==> src/sv/vector3_normalizer_unit_assert.svh <==
// ----------------------------------------------------------------------------
// Assertion macros for the vector normalizer
// Clocked on clock, disabled while reset is high.
// ----------------------------------------------------------------------------
`ifndef VECTOR3_NORMALIZER_UNIT_ASSERT_SVH
`define VECTOR3_NORMALIZER_UNIT_ASSERT_SVH

// antecedent implies consequent in the same cycle
`define VNU_ASSERT_IMPLY(label, ante, cons) \
   label: assert property (@(posedge clock) disable iff (reset) (ante) |-> (cons)) \
      else $error("vector normalizer check failed");

// antecedent implies consequent in the next cycle
`define VNU_ASSERT_NEXT(label, ante, cons) \
   label: assert property (@(posedge clock) disable iff (reset) (ante) |=> (cons)) \
      else $error("vector normalizer check failed");

`endif

==> src/sv/vnu_pkg.sv <==
`timescale 1ns / 1ps
// ----------------------------------------------------------------------------
// vnu_pkg
// Shared types and pipeline depths of the vector normalizer.
// ----------------------------------------------------------------------------
package vnu_pkg;

   localparam int NUM_LANES  = 3;
   localparam int FRONT_LAT  = 3;
   localparam int DIV_STEPS  = 63;
   localparam int SQRT_STEPS = 32;
   localparam int LANE_LAT   = DIV_STEPS + SQRT_STEPS + 2;
   localparam int PIPE_DEPTH = FRONT_LAT + LANE_LAT;

   localparam logic [31:0] Q_ONE = 32'h4000_0000;

   typedef logic signed [31:0] comp_type;
   typedef logic [31:0]        mag_type;
   typedef logic [62:0]        sq_type;
   typedef logic [63:0]        sum_type;

   // per-stage control carried alongside the datapath
   typedef struct packed {
      logic valid;
      logic zero_length;
   } ctrl_type;

   // one finished result
   typedef struct packed {
      logic     zero_length;
      comp_type unit_x;
      comp_type unit_y;
      comp_type unit_z;
   } rsp_type;

endpackage

==> src/sv/vnu_merge.sv <==
`timescale 1ns / 1ps
// ----------------------------------------------------------------------------
// vnu_merge
// Joins the lane results and the zero flag into one response and holds it
// in a two-entry output queue; room for a push is known from registers only.
// ----------------------------------------------------------------------------
module vnu_merge import vnu_pkg::*; (
   input  logic                     clock,
   input  logic                     reset,
   input  ctrl_type                 ctrl_in,
   input  comp_type [NUM_LANES-1:0] unit_in,
   output logic                     room,
   output logic                     rsp_valid,
   input  logic                     rsp_ready,
   output comp_type                 rsp_unit_x,
   output comp_type                 rsp_unit_y,
   output comp_type                 rsp_unit_z,
   output logic                     rsp_zero_length
);

   rsp_type     ent_ff [0:1];
   rsp_type     ent_in;
   logic        wr_ptr_ff, wr_ptr_in, rd_ptr_ff, rd_ptr_in;
   logic [1:0]  count_ff, count_in;
   logic        push, pop;

   assign room      = count_ff != 2'd2;
   assign rsp_valid = count_ff != 2'd0;
   assign push      = ctrl_in.valid && room;
   assign pop       = rsp_valid && rsp_ready;

   // zero vector forces zero components
   always_comb begin
      ent_in.zero_length = ctrl_in.zero_length;
      ent_in.unit_x      = ctrl_in.zero_length ? '0 : unit_in[0];
      ent_in.unit_y      = ctrl_in.zero_length ? '0 : unit_in[1];
      ent_in.unit_z      = ctrl_in.zero_length ? '0 : unit_in[2];
   end

   always_comb begin
      wr_ptr_in = push ? ~wr_ptr_ff : wr_ptr_ff;
      rd_ptr_in = pop  ? ~rd_ptr_ff : rd_ptr_ff;
      count_in  = count_ff + {1'b0, push} - {1'b0, pop};
   end

   always_ff @(posedge clock) begin
      if (reset) begin
         wr_ptr_ff <= 1'b0;
         rd_ptr_ff <= 1'b0;
         count_ff  <= 2'd0;
      end else begin
         wr_ptr_ff <= wr_ptr_in;
         rd_ptr_ff <= rd_ptr_in;
         count_ff  <= count_in;
      end
   end

   always_ff @(posedge clock) begin
      if (push) begin
         ent_ff[wr_ptr_ff] <= ent_in;
      end
   end

   assign rsp_unit_x      = ent_ff[rd_ptr_ff].unit_x;
   assign rsp_unit_y      = ent_ff[rd_ptr_ff].unit_y;
   assign rsp_unit_z      = ent_ff[rd_ptr_ff].unit_z;
   assign rsp_zero_length = ent_ff[rd_ptr_ff].zero_length;

endmodule

==> config.mk <==
export PLATFORM = sky130hd
export DESIGN_NAME = vnu_merge
export DESIGN_NICKNAME = d
export VERILOG_FILES = /design/src/sv/vector3_normalizer_unit_assert.svh /design/src/sv/vnu_pkg.sv /design/src/sv/vnu_merge.sv
export SDC_FILE = /design/constraint.sdc
export NUM_CORES = 1
export LEC_CHECK = 0
export ABC_AREA = 0
export BUFFER_PORTS_ARGS = -buffer_cell sky130_fd_sc_hd__buf_4
export CAP_MARGIN = 40
export CORE_MARGIN = 4
export CORE_UTILIZATION = 40
export DETAILED_ROUTE_END_ITERATION = 16
export PLACE_DENSITY = 0.67
export SYNTH_ARGS = -nofsm -noshare
export SYNTH_HDL_FRONTEND = slang
export SYNTH_SLANG_ARGS = --single-unit
==> constraint.sdc <==
create_clock -name clock -period 7.3 [get_ports clock]
set_input_delay 0.365 -clock clock [delete_from_list [all_inputs] [get_ports clock]]
set_output_delay 0.365 -clock clock [all_outputs]
set_load 0.02 [all_outputs]
### Yosys cells after proc, flatten, opt, wreduce, memory -nomap -nowiden

Memories as Yosys holds them, arrays and structs flattened. A register that Yosys moved wholly into a read port is not among the register bits.
Cells that the tools add are included.

* memory bits (read-only): 0
* latch bits: 0
* bits in registers: 4
* memory bits (writable): 194
* memories: 1

* add/subtract/negate cells: 2
* muxes and demuxes: 7
* eq/ne operators: 1
* shift operators: 0
* multipliers: 0
* div/mod/pow operators: 0
* magnitude comparators: 0
* reduce and logical (&&, ||, !) cells: 3
* bitwise operators: 2

Memory list
* ent_ff: depth 2, width 97, rd ports 1, clocked after memory_dff 1, wr ports 1, RTL line vnu_merge.sv:21 `rsp_type ent_ff [0:1];`

Operators by type and width (number)
* $mux 32: 3
* $mux 1: 4
* $add 2x1->2: 1
* $logic_and 1x1->1: 2
* $ne 2x2->1 const B: 1
* $not 1->1: 2
* $reduce_bool 2->1: 1
* $sub 2x1->2: 1

### Logic depth before layout (Yosys ltp)

Gate-level depths: netlist of the first run.

* depth in word-level cells: 4
* gate-level depth with buffers: 8
* depth with buffers taken out: 8

### Worst setup path before layout of the first run

OpenSTA, ideal clock, no wires.

* kind: register -> register
* start point: register count_ff[0]
* end point: memory ent_ff[0][0] (netlist name), enable pin
* data required time: 6746 ps
* slack: 1964 ps
* cell stages (with the launch flop): 4
* data arrival time: 4782 ps
* cell sequence: dfxtp_1 nand2b_1 nand2_1 nor2_1

* word-level cells in the longest chain between the ends: 4

Ends and longest elaborated chain
* from (decl): RTL line vnu_merge.sv:24 `logic [1:0] count_ff, count_in;`
* from (signal assigned): RTL line vnu_merge.sv:54 `count_ff <= count_in;`
* $ne 2x2->1: RTL line vnu_merge.sv:27 `assign room = count_ff != 2'd2;`
* named net room: RTL line vnu_merge.sv:12 `output logic room,`
* $logic_and 1x1->1: RTL line vnu_merge.sv:29 `assign push = ctrl_in.valid && room;`
* $mux 1: RTL line vnu_merge.sv:59 `if (push) begin`
* $mux 1 (implied by the code): RTL line vnu_merge.sv:60 `ent_ff[wr_ptr_ff] <= ent_in;`
* to (decl): RTL line vnu_merge.sv:21

The timed path passes the listed nets, and every way through them passes these cells.

==> metrics.md, run 1 <==
| Metric | Value |
|---|---|
| CTS resizes | `0` |
| Core area | `0.0195 mm²` |
| RSZ-0062 raised after global routing | `no` |
| Total CTS buffers | `17` |
| Setup Skew | `around 0.011 ns` |
| Crit-path max FO | `41` |
| Final HPWL DP | `10400 µm` |
| Combinational Power Share | `between 30% and 40%` |
| Min Hold Slack | `0.143 ns` |
| H-tree depth | `4` |
| Final Setup Violations | `0` |
| Clock tree buffer depth | `2` |
| Maxcap violations | `0` |
| Core Util, Final | `53.3%` |
| Leakage | `3.96 nW` |
| Switching share of power | `28.5%` |
| Placed inst area | `0.00982 mm²` |
| Via count | `about 4200` |
| Via/cell ratio | `4.64` |
| Clk sinks | `199` |
| Clk network pwr share | `26.5%` |
| Switching power total | `about 990 µW` |
| DRC Markers | `0` |
| Synth Warn # | `0` |
| Vias in the first global route | `approximately 4600` |
| Clock root cell | `clkbuf_16` |
| VDD IR max | `0.180 mV` |
| Most frequent CP cell | `buf_4` |
| Largest net degree at the start of global routing | `82` |
| Cell area power density | `334 mW/mm²` |
| DIE AREA | `0.0223 mm²` |
| Status | `completed` |
| Setup tns final | `0 ns` |
| Gr usage total | `14.1%` |
| Routed WL | `15500 µm` |
| Critical path class | `reg2out` |
| DRT Pass-1 Iters | `4` |
| Layout Nets | `739` |
| # diodes | `0` |
| Register area share after synthesis | `74.2%` |
| CP max stage cell | `dfxtp_4` |
| Placer Congestion | `0.752` |
| Cell row count | `51` |
| Hold Path Stages | `2` |
| Min-delay src | `reset` |
| Post-DR wirelength/cell | `approximately 17 µm` |
| R2R Path Start | `count_ff[0]` |
| Starting DRT DRC Count | `215` |
| Worst endpoint required time | `6.93 ns` |
| Final antenna-violating net count | `0` |
| IO Count | `200` |
| Crit path time final | `2.89 ns` |
| Die X | `149 µm` |
| Final Cell Area | `~0.010 mm²` |
| CTS hold repair buffers | `0` |
| WP data arrival | `2.53 ns` |
| Netlist cell types | `18` |
| Critical path startpoint category | `flip-flop` |
| Mapped Nets | `535` |
| Fraction of layout cells with a size suffix above 1 | `about half` |
| Worst hold path type | `in2reg` |
| CP peak stage delay | `0.73 ns` |
| Synthesized area | `0.00799 mm²` |
| R2r setup slk | `4.98 ns` |
| Grt total ovfl | `0` |
| R2R depth | `3` |
| Initial Util | `40.9%` |
| Syn-to-layout area delta | `30.2%` |
| Worst slew margin | `about 43%` |
| Initial antenna violation count | `0` |
| Skew-Pair Late Insertion Delay | `approximately 0.42 ns` |
| Seq pwr share | `a little over two fifths` |
| Max Slew Vio Count | `0` |
| First-pass GRT wire length | `around 24000 µm` |
| Post-CTS setup buffers | `0` |
| Die Ht | `around 150 µm` |
| Worst-path cell chain | `buf_4, buf_12, mux2_2, buf_4` |
| Final worst-path cycle share | `39.6%` |
| Flops & latches, synth | `199` |
| Worst Tran Pin Value | `about 0.86 ns` |
| F_max | `346 MHz` |
| CTS tree | `done` |
| Fillers | `1615` |
| Mapped Cells | `about 430` |
| Crit. End Element | `output port` |
| Syn avg cell area | `18.5 µm²` |
| Reg clk slew, reported paths | `0.07 ns` |
| Internal | `2.48 mW` |
| Fin. Hold Viols | `0` |
| Reg2reg end | `ent_ff[1][48]` |
| Port Buf Inserts | `199` |
==> how the worst max path moves through the flow <==
stage,start,endpoint,cells after the start
after floorplan,count_ff[0],ent_ff[0][0],3
final,flip-flop,rsp_unit_z[1],4
after CTS,flip-flop,rsp_unit_z[1],4
after global placement,count_ff[0],ent_ff[0][44],4
after detailed placement,flip-flop,rsp_unit_z[1],4
after global routing,flip-flop,rsp_unit_z[1],4
==> logic make-up after synthesis <==
group	after synthesis	share of synthesized area (%)
XOR/XNOR	3	0.329
flip-flops	199	74.2
AND/OR/NAND/NOR	107	8.19
adder cells (fa/ha/maj)	2	0.313
AO/OA/AOI/OAI	1	0.0940
multiplexers	98	15.2
buffers and inverters	22	1.68
==> cell usage in the layout (no fill, tap or decap), drive strengths merged <==
cell type | synthesis | routed
buf | 16 | 206
edfxtp | 194 | 194
nor2b | 98 | 98
mux2 | 98 | 98
clkbuf | 5 | 18
clkinv | 0 | 7
nor2 | 5 | 5
dfxtp | 5 | 5
inv | 1 | 4
bufinv | 0 | 3
xnor2 | 2 | 2
ha | 2 | 2
o21a | 1 | 1
nand2b | 1 | 1
nand2 | 1 | 1
or2 | 1 | 1
and3 | 1 | 1
xor2 | 1 | 1
==> final cells by class <==
class	count	area, µm²	share of cell area (%)
Tap cell	265	332	3.19
Clock inverter	13	153	1.47
Multi-Input combinational cell	211	1940	18.7
Timing Repair Buffer	206	1610	15.5
Sequential cell	199	5930	57.0
Inverter	1	3.75	0.0361
Clock buffer	18	429	4.13
==> worst max-delay path: cells and delay by family (launching register included) <==
family / cells / cell delay (ns)
buf+inv: 3 / 0.98
mux: 1 / 0.37
flops: 1 / 0.73
==> through the flow <==
step                      worst slack [ns]  total power [mW]  instances
after global routing                  4.24              3.64        913
after global placement                4.63              2.56        878
after CTS                             4.31              3.53        913
after floorplan                       1.96              2.19        432
after detailed placement              4.80              2.60        882
final                                 4.41              3.48        913
==> power groups by stage <==
stage | sequential, mW | clock, mW | combinational (mW)
after floorplan | 1.51 | 0 | 0.678
after global placement | 1.53 | 0 | 1.03
after detailed placement | 1.54 | 0 | 1.06
after CTS | 1.52 | 0.950 | 1.06
after global routing | 1.53 | 1.00 | 1.11
final | 1.51 | 0.922 | 1.04
==> sequential cells by signal, indices dropped and copies added (netlist names), named ones only <==
| name | cells |
|---|---|
| ent_ff | 194 |
| count_ff | 2 |
| rd_ptr_ff | 1 |
| wr_ptr_ff | 1 |
==> layer usage <==
layer,part of all wire [%],global-route usage [%]
met1,42,17.5
met2,48,23.3
met4,1.2,4.39
met3,8.1,4.74
met5,0,0
==> synth_stat cells <==
master    count  area share (%)
mux2_4       30             5.6
o21a_1        1           0.094
or2_2         1           0.078
xnor2_1       2            0.22
nor2b_1      98             7.7
dfxtp_1       5             1.3
edfxtp_1    194              73
mux2_2       68             9.6
xor2_1        1            0.11
ha_1          2            0.31
nand2b_1      1           0.078
inv_1         1           0.047
nor2_1        5            0.23
buf_6         5            0.70
buf_2        11            0.69
nand2_1       1           0.047
and3_1        1           0.078
clkbuf_1      5            0.23
Note: power is estimated with default switching activity, not from simulation.
==> run 2: changes to the inputs <==
--- a/config.mk
+++ b/config.mk
@@ -5,7 +5,7 @@
 export SDC_FILE = /design/constraint.sdc
 export NUM_CORES = 1
 export LEC_CHECK = 0
-export ABC_AREA = 0
+export ABC_AREA = 1
 export BUFFER_PORTS_ARGS = -buffer_cell sky130_fd_sc_hd__buf_4
 export CAP_MARGIN = 40
 export CORE_MARGIN = 4
==> constraint.sdc (replaced) <==
create_clock -name clock -period 2.7 [get_ports clock]
set_input_delay 0.135 -clock clock [delete_from_list [all_inputs] [get_ports clock]]
set_output_delay 0.135 -clock clock [all_outputs]
set_load 0.02 [all_outputs]
==> run 2 against run 1 <==
Against the previous run: non-clock buffer count grew 3; total power grew to 2.7 times the previous value; sequential power grew to 2.7 times the previous value; cell count grew 12%; final area grew 1.3%; clock skew shrank 0.00068 ns; setup slack lost 3.8 ns; critical path depth shrank 1; critical path type unchanged; largest cell class unchanged; largest power group unchanged.
==> metrics.md, run 2 <==
| Metric | Value |
|---|---|
| Crit-path max FO | `23` |
| CTS resizes | `0` |
| Biggest regs | `ent_ff: 194 flops, count_ff: 2 flops` |
| Die X | `between 150 and 200 µm` |
| Clock tree buffer depth | `2` |
| DRC Markers | `0` |
| CTS hold repair buffers | `2` |
| Clock root cell | `clkbuf_16` |
| Most frequent cells in the layout | `buf_4 (203), edfxtp_1 (194), nor2_1 (104), inv_1 (103), mux2_2 (67)` |
| Via count | `4687` |
| Critical path startpoint category | `flip-flop` |
| Area share of the largest cell type after synthesis | `a little under three quarters` |
| WP data arrival | `1.91 ns` |
| Via/cell ratio | `about 4.6` |
| Mapped Cells | `between 500 and 600` |
| Setup Skew | `about 0.010 ns` |
| Final worst-path cycle share | `75.9%` |
| Crit path time final | `2.05 ns` |
| Layout Nets | `851` |
| DRT Pass-1 Iters | `5` |
| Cell area power density | `886 mW/mm²` |
| Max Slew Vio Count | `0` |
| Crit. End Element | `output port` |
| Skew-Pair Late Insertion Delay | `0.42 ns` |
| Synth Warn # | `0` |
| Fraction of layout cells with a size suffix above 1 | `44.4%` |
| VDD IR max | `0.528 mV` |
| H-tree depth | `4` |
| Core area | `0.0197 mm²` |
| Initial Util | `41.2%` |
| Die Ht | `151 µm` |
| Post-synth EDFFs | `194` |
| Largest register FFs | `194` |
| CTS tree | `done` |
| Netlist cell types | `13` |
| Leakage | `4.46 nW` |
| Gr usage total | `around 14%` |
| Final Setup Violations | `0` |
| Grt total ovfl | `0` |
| Worst Tran Pin Value | `0.591 ns` |
| GR Util met1 | `between 10% and 20%` |
| Cell accounting for the most synthesized area | `edfxtp_1` |
| Maxcap violations | `0` |
| # diodes | `0` |
| Most frequent cell after synthesis | `edfxtp_1` |
| DIE AREA | `0.0227 mm²` |
| Post-Place Cells | `992` |
| Met3 Use GR | `4.27%` |
| Final HPWL DP | `10900 µm` |
| Port Buf Inserts | `199` |
| Placed inst area | `between 0.009 and 0.01 mm²` |
| Setup tns final | `0 ns` |
| Synthesized area | `between 0.008 and 0.009 mm²` |
| F_max | `around 490 MHz` |
| First-pass GRT wire length | `approximately 24000 µm` |
| Flops & latches, synth | `199` |
| Final Cell Area | `~0.011 mm²` |
| Vias in the first global route | `4884` |
| Top_reg_cell synth | `edfxtp_1` |
| Syn avg cell area | `15.0 µm²` |
| IO Count | `200` |
| GR peak layer | `met2` |
| Min Hold Slack | `between 0.02 and 0.03 ns` |
| Initial antenna violation count | `0` |
| Routed WL | `between 15000 and 20000 µm` |
| Worst hold path type | `in2reg` |
| Final antenna-violating net count | `0` |
| Biggest register | `ent_ff` |
| Post-DR wirelength/cell | `15.7 µm` |
| Reg clk slew, reported paths | `0.07 ns` |
| Worst endpoint required time | `2.57 ns` |
| Syn-to-layout area delta | `29.6%` |
| Register area share after synthesis | `72.9%` |
| Synth top cells by count | `edfxtp_1 (194), nor2_1 (105), inv_1 (104)` |
| Worst slew margin | `60.6%` |
| Mapped Nets | `645` |
| Async set-reset flop share out of synthesis | `0%` |
| Cell row count | `51` |
| Placer Congestion | `0.730` |
| Clk sinks | `199` |
| Most common cell after layout, fill and taps aside | `buf_4` |
| Status | `completed` |
| Fin cells | `1026` |
| RSZ-0062 raised after global routing | `no` |
| Synth top area cells | `edfxtp_1 (72%), mux2_2 (9.3%), mux2_4 (5.5%)` |
| Post-CTS setup buffers | `0` |
| Starting DRT DRC Count | `around 240` |
| Global Route met2 Usage | `between 20% and 30%` |
| Largest net degree at the start of global routing | `between 90 and 100` |
| Fin. Hold Viols | `0` |
| Total CTS buffers | `17` |
| Critical path class | `reg2out` |
run 2: cell type report:
| cell class | instances | area, µm² |
|---|---|---|
| Clock buffer | 18 | 429 |
| Clock inverter | 14 | 143 |
| Fill cell | 1685 | 9180 |
| Inverter | 104 | 394 |
| Multi-Input combinational cell | 217 | 1690 |
| Sequential cell | 199 | 5930 |
| Tap cell | 265 | 332 |
| Timing Repair Buffer | 209 | 1620 |
run 2: cell families (layout without fill, tap and decap cells):
family          count (synthesis)  count (layout)  synth area share, %
compound gates                  2               2                0.123
flops                         199             199                 72.9
simple gates                  116             116                 5.40
mux                            97              97                 14.8
fa+ha+maj                       2               2                0.308
buf+inv                       126             345                 6.45
run 2: stage by stage:
step / util (%) / worst slack (ns) / power [mW]
6_report: 53.4 / 0.651 / 9.34
5_1_grt: 53.4 / 0.556 / 9.79
4_1_cts: 53.4 / 0.617 / 9.47
3_5_place_dp: 50.4 / 1.01 / 7.03
3_3_place_gp: 50.4 / 1.07 / 6.97
2_1_floorplan: - / 0.0909 / 5.90
run 2: path summary, 6_finish.rpt:
path               start       endpoint  slack [ns]  cells after the start
min reg2reg    rd_ptr_ff      rd_ptr_ff        0.52                      2
max            flip-flop  rsp_unit_z[3]        0.65                      3
min            rsp_ready      flip-flop        0.03                      4
max reg2reg  count_ff[0]  ent_ff[0][27]        0.98                      5
run 2: routing by layer:
metal | share of wire [%] | vias up
li1 | - | 2236
met1 | 41 | 2283
met2 | 51 | 154
met3 | 7.3 | 14
met4 | 1.1 | 0
met5 | 0 | -
run 2: power by group:
part / switching, mW / internal (mW) / total (mW)
Combinational: 1.53 / 1.31 / 2.84
Clock: 1.12 / 1.30 / 2.42
Sequential: 0.149 / 3.93 / 4.08
run 2: critical path, cell delays in order, from the launching register on:
cell,delay (ns)
dfxtp_4,0.55
buf_4,0.39
mux2_2,0.39
buf_4,0.16
==> run 3: changes to the inputs <==
--- a/config.mk
+++ b/config.mk
@@ -11,7 +11,7 @@
 export CORE_MARGIN = 4
 export CORE_UTILIZATION = 40
 export DETAILED_ROUTE_END_ITERATION = 16
-export PLACE_DENSITY = 0.67
+export PLACE_DENSITY = 0.69
 export SYNTH_ARGS = -nofsm -noshare
 export SYNTH_HDL_FRONTEND = slang
 export SYNTH_SLANG_ARGS = --single-unit
==> constraint.sdc (replaced) <==
create_clock -name clock -period 1.65 [get_ports clock]
set_input_delay 0.0825 -clock clock [delete_from_list [all_inputs] [get_ports clock]]
set_output_delay 0.0825 -clock clock [all_outputs]
set_load 0.02 [all_outputs]
==> run 3 against run 2 <==
Against the previous run: the run now ends with setup timing left; clock-buffer cell count decreased by 1; sequential cell count unchanged; setup slack got worse by 0.71 ns; clock skew increased by 0.0039 ns; sequential share of layout area decreased by 6.3 points; register-to-register slack got worse by 0.83 ns.
==> metrics.md, run 3 (same netlist as run 2, synthesis figures left out) <==
| Metric | Value |
|---|---|
| IO Count | `200` |
| Reg clk slew, reported paths | `0.07 ns` |
| Worst endpoint required time | `1.57 ns` |
| Register Area | `0.00593 mm²` |
| Clock tree buffer depth | `2` |
| Final worst-path cycle share | `103%` |
| Post-DR wirelength/cell | `16.0 µm` |
| Largest register FFs | `~190` |
| Global Route met2 Usage | `about a quarter` |
| Max Slew Vio Count | `0` |
| VDD IR max | `0.699 mV` |
| Grt total ovfl | `0` |
| GR peak layer | `met2` |
| DRT Pass-1 Iters | `4` |
| DRC Markers | `0` |
| Status | `complete, but fails checks` |
| DIE AREA | `0.0227 mm²` |
| Crit. End Element | `output port` |
| Worst hold path type | `in2reg` |
| Biggest regs | `ent_ff: 194 flops, count_ff: 2 flops` |
| Fin cells | `1114` |
| Worst Tran Pin Value | `0.417 ns` |
| Maxcap violations | `0` |
| RSZ-0062 raised after global routing | `yes` |
| Multi-input gate area | `0.00181 mm²` |
| Syn-to-layout area delta | `45.9%` |
| Largest net degree at the start of global routing | `45` |
| Gr usage total | `15.5%` |
| Skew-Pair Late Insertion Delay | `0.43 ns` |
| Initial Util | `41.2%` |
| Most frequent cells in the layout | `edfxtp_1 (194), buf_4 (165), nor2_1 (104), inv_1 (102), dlygate4sd3_1 (75)` |
| First-pass GRT wire length | `26800 µm` |
| Worst slew margin | `between 70% and 80%` |
| Die Ht | `roughly 150 µm` |
| Met3 Use GR | `~4.3%` |
| Core Util, Final | `between 60% and 70%` |
| Clk sinks | `199` |
| H-tree depth | `4` |
| CTS tree | `done` |
| Vias in the first global route | `5186` |
| Cell area power density | `about 1400 mW/mm²` |
| Top Family by Delay on Critical Path | `buffers and inverters` |
| Cell row count | `51` |
| Core area | `0.0197 mm²` |
| F_max | `586 MHz` |
| Critical path startpoint category | `flip-flop` |
| Via count | `5053` |
| GR Util met1 | `19.2%` |
| Final Setup Violations | `72` |
| Clock root cell | `clkbuf_16` |
| Leakage | `5.06 nW` |
| Initial antenna violation count | `0` |
| # diodes | `0` |
| Via/cell ratio | `4.54` |
| Most frequent CP cell | `buf_4` |
| Final HPWL DP | `11400 µm` |
| Most common cell after layout, fill and taps aside | `edfxtp_1` |
| Starting DRT DRC Count | `around 300` |
| Layout Nets | `between 900 and 1000` |
| Routed WL | `17900 µm` |
| CP peak stage delay | `0.37 ns` |
| WP data arrival | `roughly 1.6 ns` |
| Setup ws final | `-0.0552 ns` |
| Total CTS buffers | `17` |
| CP max stage cell | `dfxtp_4` |
| Failing checks | `setup timing` |
| Critical path class | `reg2out` |
| Fillers | `1458` |
| Setup Skew | `0.0138 ns` |
| CP bufs+invs | `3` |
| Die X | `151 µm` |
| Placer Congestion | `0.823` |
| Fraction of layout cells with a size suffix above 1 | `approximately 42%` |
| Worst-path cell chain | `buf_12, buf_4, mux2_4, buf_4` |
| Biggest register | `ent_ff` |
| Final antenna-violating net count | `0` |
| Crit-path max FO | `8` |
| Post-Place Cells | `about 1000` |
| Fin. Hold Viols | `0` |
| Crit path time final | `roughly 1.7 ns` |
| Min Hold Slack | `approximately 0.0085 ns` |
| Port Buf Inserts | `199` |
[run 3: cell count changes in the layout (fill, tap and decap cells not counted), moves of 3 or more]
| cell | before | now |
|---|---|---|
| dlygate4sd3_1 | 2 | 75 |
| buf_6 | 0 | 42 |
| buf_4 | 203 | 165 |
| mux2_2 | 67 | 40 |
| mux2_4 | 30 | 57 |
| buf_12 | 4 | 9 |
| inv_8 | 0 | 4 |
| buf_16 | 0 | 3 |
[run 3: final timing paths]
path,startpoint,end,slack (ns),depth (start not counted)
max reg2reg,count_ff[0],ent_ff[0][74],0.15,5
max,flip-flop,rsp_unit_x[6],-0.06,4
min,unit_in[65],ent_ff[1][1],0.008,3
min reg2reg,rd_ptr_ff,rd_ptr_ff,0.54,2
[run 3: per-layer routing]
metal | vias up | wire length (µm)
met5 | - | 0
li1 | 2426 | -
met1 | 2432 | 7190
met3 | 20 | 1270
met2 | 175 | 9080
met4 | 0 | 313
[run 3: power breakdown]
group          total (mW)  switching [mW]  leakage [nW]  internal [mW]
registers            6.64           0.202          1.90           6.43
logic                5.78            2.83          2.88           2.95
clock network        4.07            1.92         0.285           2.15
[run 3: layout make-up]
cell class                      instances  share of cell area [%]
Clock buffer                           17                    3.59
Clock inverter                         15                    1.38
Inverter                              104                    3.32
Multi-Input combinational cell        217                    15.2
Sequential cell                       199                    50.0
Tap cell                              265                    2.80
Timing Repair Buffer                  297                    23.7
[run 3: per-stage QoR]
stage	total power [mW]	setup slack, ns	setup TNS [ns]	area (µm²)
floorplan	9.69	-0.756	-143.02	8160
global placement	11.6	0.185	0	10100
detailed placement	11.7	0.142	0	10100
CTS	16.3	-0.0979	-4.73	11600
global route	17.2	-0.113	-6.90	11900
finish	16.5	-0.0552	-1.50	11900
[run 3: repair_timing]
action                                  CTS  global route
resized for setup                        28            43
hold buffers                             73             2
endpoints found under the setup margin   90            97
hold endpoints to repair                142             3
cloned                                    2             3
setup buffers                             3             0
[run 3: worst min-delay path: stages]
cell	delay, ns
buf_4	0.09
inv_1	0.03
nor2_1	0.10
